$ cat src/rtl/fsme_ram.sv
// generic simple dual-port ram with registered read
module fsme_ram #(
    parameter int WIDTH = 16,
    parameter int DEPTH = 256
) (
    input  logic                     i_clk,
    input  logic                     i_we,
    input  logic [$clog2(DEPTH)-1:0] i_waddr,
    input  logic [WIDTH-1:0]         i_wdata,
    input  logic                     i_re,
    input  logic [$clog2(DEPTH)-1:0] i_raddr,
    output logic [WIDTH-1:0]         o_rdata
);

    logic [WIDTH-1:0] mem [DEPTH];
    logic [WIDTH-1:0] r_rdata;

    always_ff @(posedge i_clk) begin
        if (i_we) begin
            mem[i_waddr] <= i_wdata;
        end
        if (i_re) begin
            r_rdata <= mem[i_raddr];
        end
    end

    assign o_rdata = r_rdata;

endmodule

$ cat config.mk
export PLATFORM = sky130hd
export DESIGN_NAME = fsme_ram
export DESIGN_NICKNAME = d
export VERILOG_FILES = /design/src/rtl/fsme_ram.sv
export SDC_FILE = /design/constraint.sdc
export NUM_CORES = 2
export LEC_CHECK = 0
export BUFFER_PORTS_ARGS = -buffer_cell sky130_fd_sc_hd__buf_2
export CAP_MARGIN = 40
export CORE_MARGIN = 10
export CORE_UTILIZATION = 30
export CTS_CLUSTER_SIZE = 10
export DETAILED_ROUTE_END_ITERATION = 16
export GPL_ROUTABILITY_DRIVEN = 1
export SYNTH_ARGS = -nofsm -noshare
export SYNTH_HDL_FRONTEND = slang
export SYNTH_SLANG_ARGS = --single-unit
$ cat constraint.sdc
create_clock -name i_clk -period 2.5 [get_ports i_clk]
set_input_delay 0.375 -clock i_clk [delete_from_list [all_inputs] [get_ports i_clk]]
set_output_delay 0.375 -clock i_clk [all_outputs]
set_load 0.01 [all_outputs]
Yosys cells after proc, flatten, opt, wreduce, memory -nomap -nowiden --
Memories as Yosys holds them, arrays and structs flattened. A register that Yosys moved wholly into a read port is not among the register bits. Cells that the tools add are included.
Storage, ports and cells: output and inout port bits 16, bits of input ports 35, RAM bits 4096, memories 1, register bits 0
Memories:
- mem | words 256, width 16, rd ports 1, clocked after Yosys merged registers in 1, write ports 1, line 15 | logic [WIDTH-1:0] mem [DEPTH];
Cells by class: muxes and demuxes 2
Operators by type and width (number):
- 1-bit two-way mux | 2

Logic depth before layout (Yosys ltp) --
depth in word-level cells 2, mapped depth 12, gate-level depth less buffers 6

Worst setup path before layout --
Ideal clock, no wire load.
path type input port to flip-flop, from input port i_raddr[0], to register r_rdata[4], in the netlist o_rdata[4] (read register of mem) (data pin), data required time 2.235 ns, library setup time 0.265 ns, slack -0.124 ns, arrival time 2.359 ns, stages 8, path buffers 3, cell sequence buf_6 -> buf_6 -> buf_2 -> mux4_2 -> mux4_2 -> a22o_1 -> o32ai_2 -> nor4_2
RTL lines:
- start: declaration | line 11 | input logic [$clog2(DEPTH)-1:0] i_raddr,
- end: declaration | line 16 | logic [WIDTH-1:0] r_rdata;

==> results.toml <==
[clock_network]
clock-sinks = 4112
path_clk_slew_ns = 0.06
cts_buffers = 455
htreeDepth = 5
clk_path_buf_depth = 4
insertion_delay_ns = 1.02
post_cts_buffers = 0
cts-root-buf = "clkbuf_16"
cts_tree = "built"

[final_layout]
final_common_cell = "edfxtp_1"
nNetsFinal = 8596
layout_common_cells = "edfxtp_1, buf_4, mux4_2, mux2i_1, clkbuf_16"
fill_cells = 47558
layout-drive-gt1-share = 0.314
synthToLayoutAreaGrowth_pct = 20.1
final_core_util = 0.361

[synthesis]
netlist-cell-type-count = 51
synth-adder-area-share = 0
synthMuxAreaShare = 0.155
async_flop_share = 0
yosys.area.top_type_share = 0.777
yosysWarnings = 0
synth_edf_count = 4112
synth.largest_area_cell = "edfxtp_1"
synth_area_sq_um = 159000
synth_compound_area_frac = 0.0353
synth-main-ff-cell = "edfxtp_1"
ys_seq_elements = 4112
syn_inst = 7360
synthSimpleGateAreaFrac = 0.0157
synth_top_family_by_area = "multiplexers"
syn_avg_cell_area_sq_um = 21.6
synth.area.top_cells = "edfxtp_1, mux4_2, mux2i_1"
syn_nets = 7395
ys_seq_area_frac = 0.777
synth-xor-area-share = 0

[power]
clkPwrFrac = 0.405
power.leakage_nw = 60.8
switching_power_mw = 30.3
power.density_nw_per_um2 = 746
combPwrFrac = 0.060
vdd_drop_max_v = 0.000628
internal_power_mw = 112
p_seq_frac = 0.536
swShare = 0.213

[critical_path]
criticalPathCategory = "reg -> reg"
cp_slowest_stage_delay_ns = 0.58
crit_path_top_delay_cell = "mux4_2"
path_buf_inv = 1
cp.required_ns = 3.23
cp_max_fo = 1
cp_top_family = "multiplexers"
ff2ff_path_depth = 6
cp_common_cell = "mux4_2"
path_cells = "mux4_2, mux4_2, a22o_4, o32ai_4, buf_6, nor4_2"
critPathArrivalTime_ns = 3.35
endpoint_kind = "flop"
start_kind = "flop"
cp.depth = 6

[drt]
wl_microns = 443000
wire_per_inst_microns = 28.3
drc_errors = 0
viasPerCell = 5.21
first_pass_iters = 5
final_antenna_net_count = 0
first_iter_violations = 10077
num_vias = 81493

[die]
fp.dieW_microns = 748
die-area_sq_um = 559000
die_y_microns = 748
initial_core_util = 0.301
num_rows = 267
core_area_sq_um = 528000
ios = 51

[grt]
grt_overflow_total = 0
grt_max_degree = 93
antenna_found_initial = 36
grt_usage = 0.153
grt_first_pass_wirelength_microns = 627000
grt_pass1_vias = 82598

[timing]
skew_ns = 0.0721
tightest_slew_ns = 0.983
postLayoutSetupSlackWorst_ns = -0.129
finalHoldViolCount = 0
rsz0062_at_grt = "true"
layout_min_cycle_time_ns = 2.63
slew_viol_final = 0
fin_setup_tns_ns = -0.659
fmax_mhz = 380
timing.final.crit_share = 1.05
relSlewSlack = 0.339
setup_viol = 11

[place]
port_buffers = 50
preCtsSetupSlack_ns = -1.33
globalplace.congestion = 0.854
hpwl_microns = 282000

[run_status]
violations = "setup timing"
status = "complete, but fails checks"

[hold_path]
holdPathStages = 4
hp-class = "in -> reg"

[job]
cap_violations = 0
==> what timing repair did <==
action	CTS	global route
setup endpoints to repair	16	16
pin swaps	27	20
gates resized for setup	101	38
hold endpoints to repair	730	0
hold buffers	17	0
==> synth_stat cells, types with 9 or more instances <==
cell	instances
a211oi_1	18
a21oi_1	175
a221oi_1	28
a22o_1	32
a22oi_1	43
and3_1	11
buf_1	27
buf_2	76
buf_4	26
buf_6	77
buf_8	11
clkbuf_1	230
edfxtp_1	4112
mux2_2	88
mux2i_1	565
mux4_2	797
nand2_1	38
nand3_1	35
nand4_1	26
nor2_1	304
nor2b_1	9
nor3_1	92
nor4_1	17
o21ai_0	37
o221ai_1	252
o22ai_1	148
o31ai_1	16
o32ai_1	20
==> cells by family (layout without fill, tap and decap cells) <==
logic type             after synthesis  count (layout)
DFF                               4112            4112
muxes                             1450            1450
AOI/OAI and AO/OA                  786             786
and+or+nand+nor                    556             556
buffers and inverters              456            1727
other                                0               9
==> worst reg2reg max path, delay by kind of cell (launching register included) <==
family / cells / cell delay [ns]
AOI/OAI and AO/OA: 2 / 0.68
and+or+nand+nor: 1 / 0.04
DFF: 1 / 0.38
muxes: 2 / 1.07
buffers and inverters: 1 / 0.18
==> final cells by class <==
type                       count  area (sq um)  share of cell area
sequential                  4112        123000               0.647
multi-input combinational   2792         33600               0.176
timing repair buffer        1196         12700              0.0666
clock buffer                 492         11700              0.0612
tap                         6994          8750              0.0459
clock inverter                35           457             0.00239
inverter                       4          27.5            0.000144
antenna                        9          22.5            0.000118
==> power by group through the flow <==
| stage | Combinational, mW | Sequential, mW | Clock [mW] |
|---|---|---|---|
| 6_report | 8.49 | 76.2 | 57.6 |
| 2_1_floorplan | 3.77 | 77.6 | 0 |
| 5_1_grt | 8.87 | 76.2 | 61.2 |
| 3_5_place_dp | 8.26 | 77.6 | 0 |
| 3_3_place_gp | 8.12 | 77.6 | 0 |
| 4_1_cts | 8.47 | 76.2 | 58.6 |
==> stage by stage <==
step,std cells,hold slack (ns),total power [mW],area (sq um)
2_1_floorplan,7360,0.474,81.3,159000
3_3_place_gp,15082,0.789,85.7,178000
3_5_place_dp,15086,0.793,85.9,178000
4_1_cts,15627,0.112,143,191000
5_1_grt,15627,0.209,146,191000
6_report,15634,0.200,142,191000
==> per-layer routing <==
metal	wire, microns	vias up	GRT usage
li1	-	33486	-
met1	174000	43616	0.201
met2	215000	3620	0.256
met3	37200	749	0.0281
met4	16400	22	0.0493
met5	146	-	0
==> registers in the layout, summed over array words and instances (netlist names) <==
signal / count
o_rdata: 16
mem: 4096
==> final timing paths <==
check / start / end / slack [ns]
setup / recovery: mem[63][12] / o_rdata[12] / -0.13
setup reg to reg: mem[63][12] / o_rdata[12] / -0.13
hold reg to reg: mem[242][13] / o_rdata[13] / 1.20
hold / removal: i_waddr[1] / mem[51][14] / 0.20
Note: power is estimated with default switching activity, not from simulation.
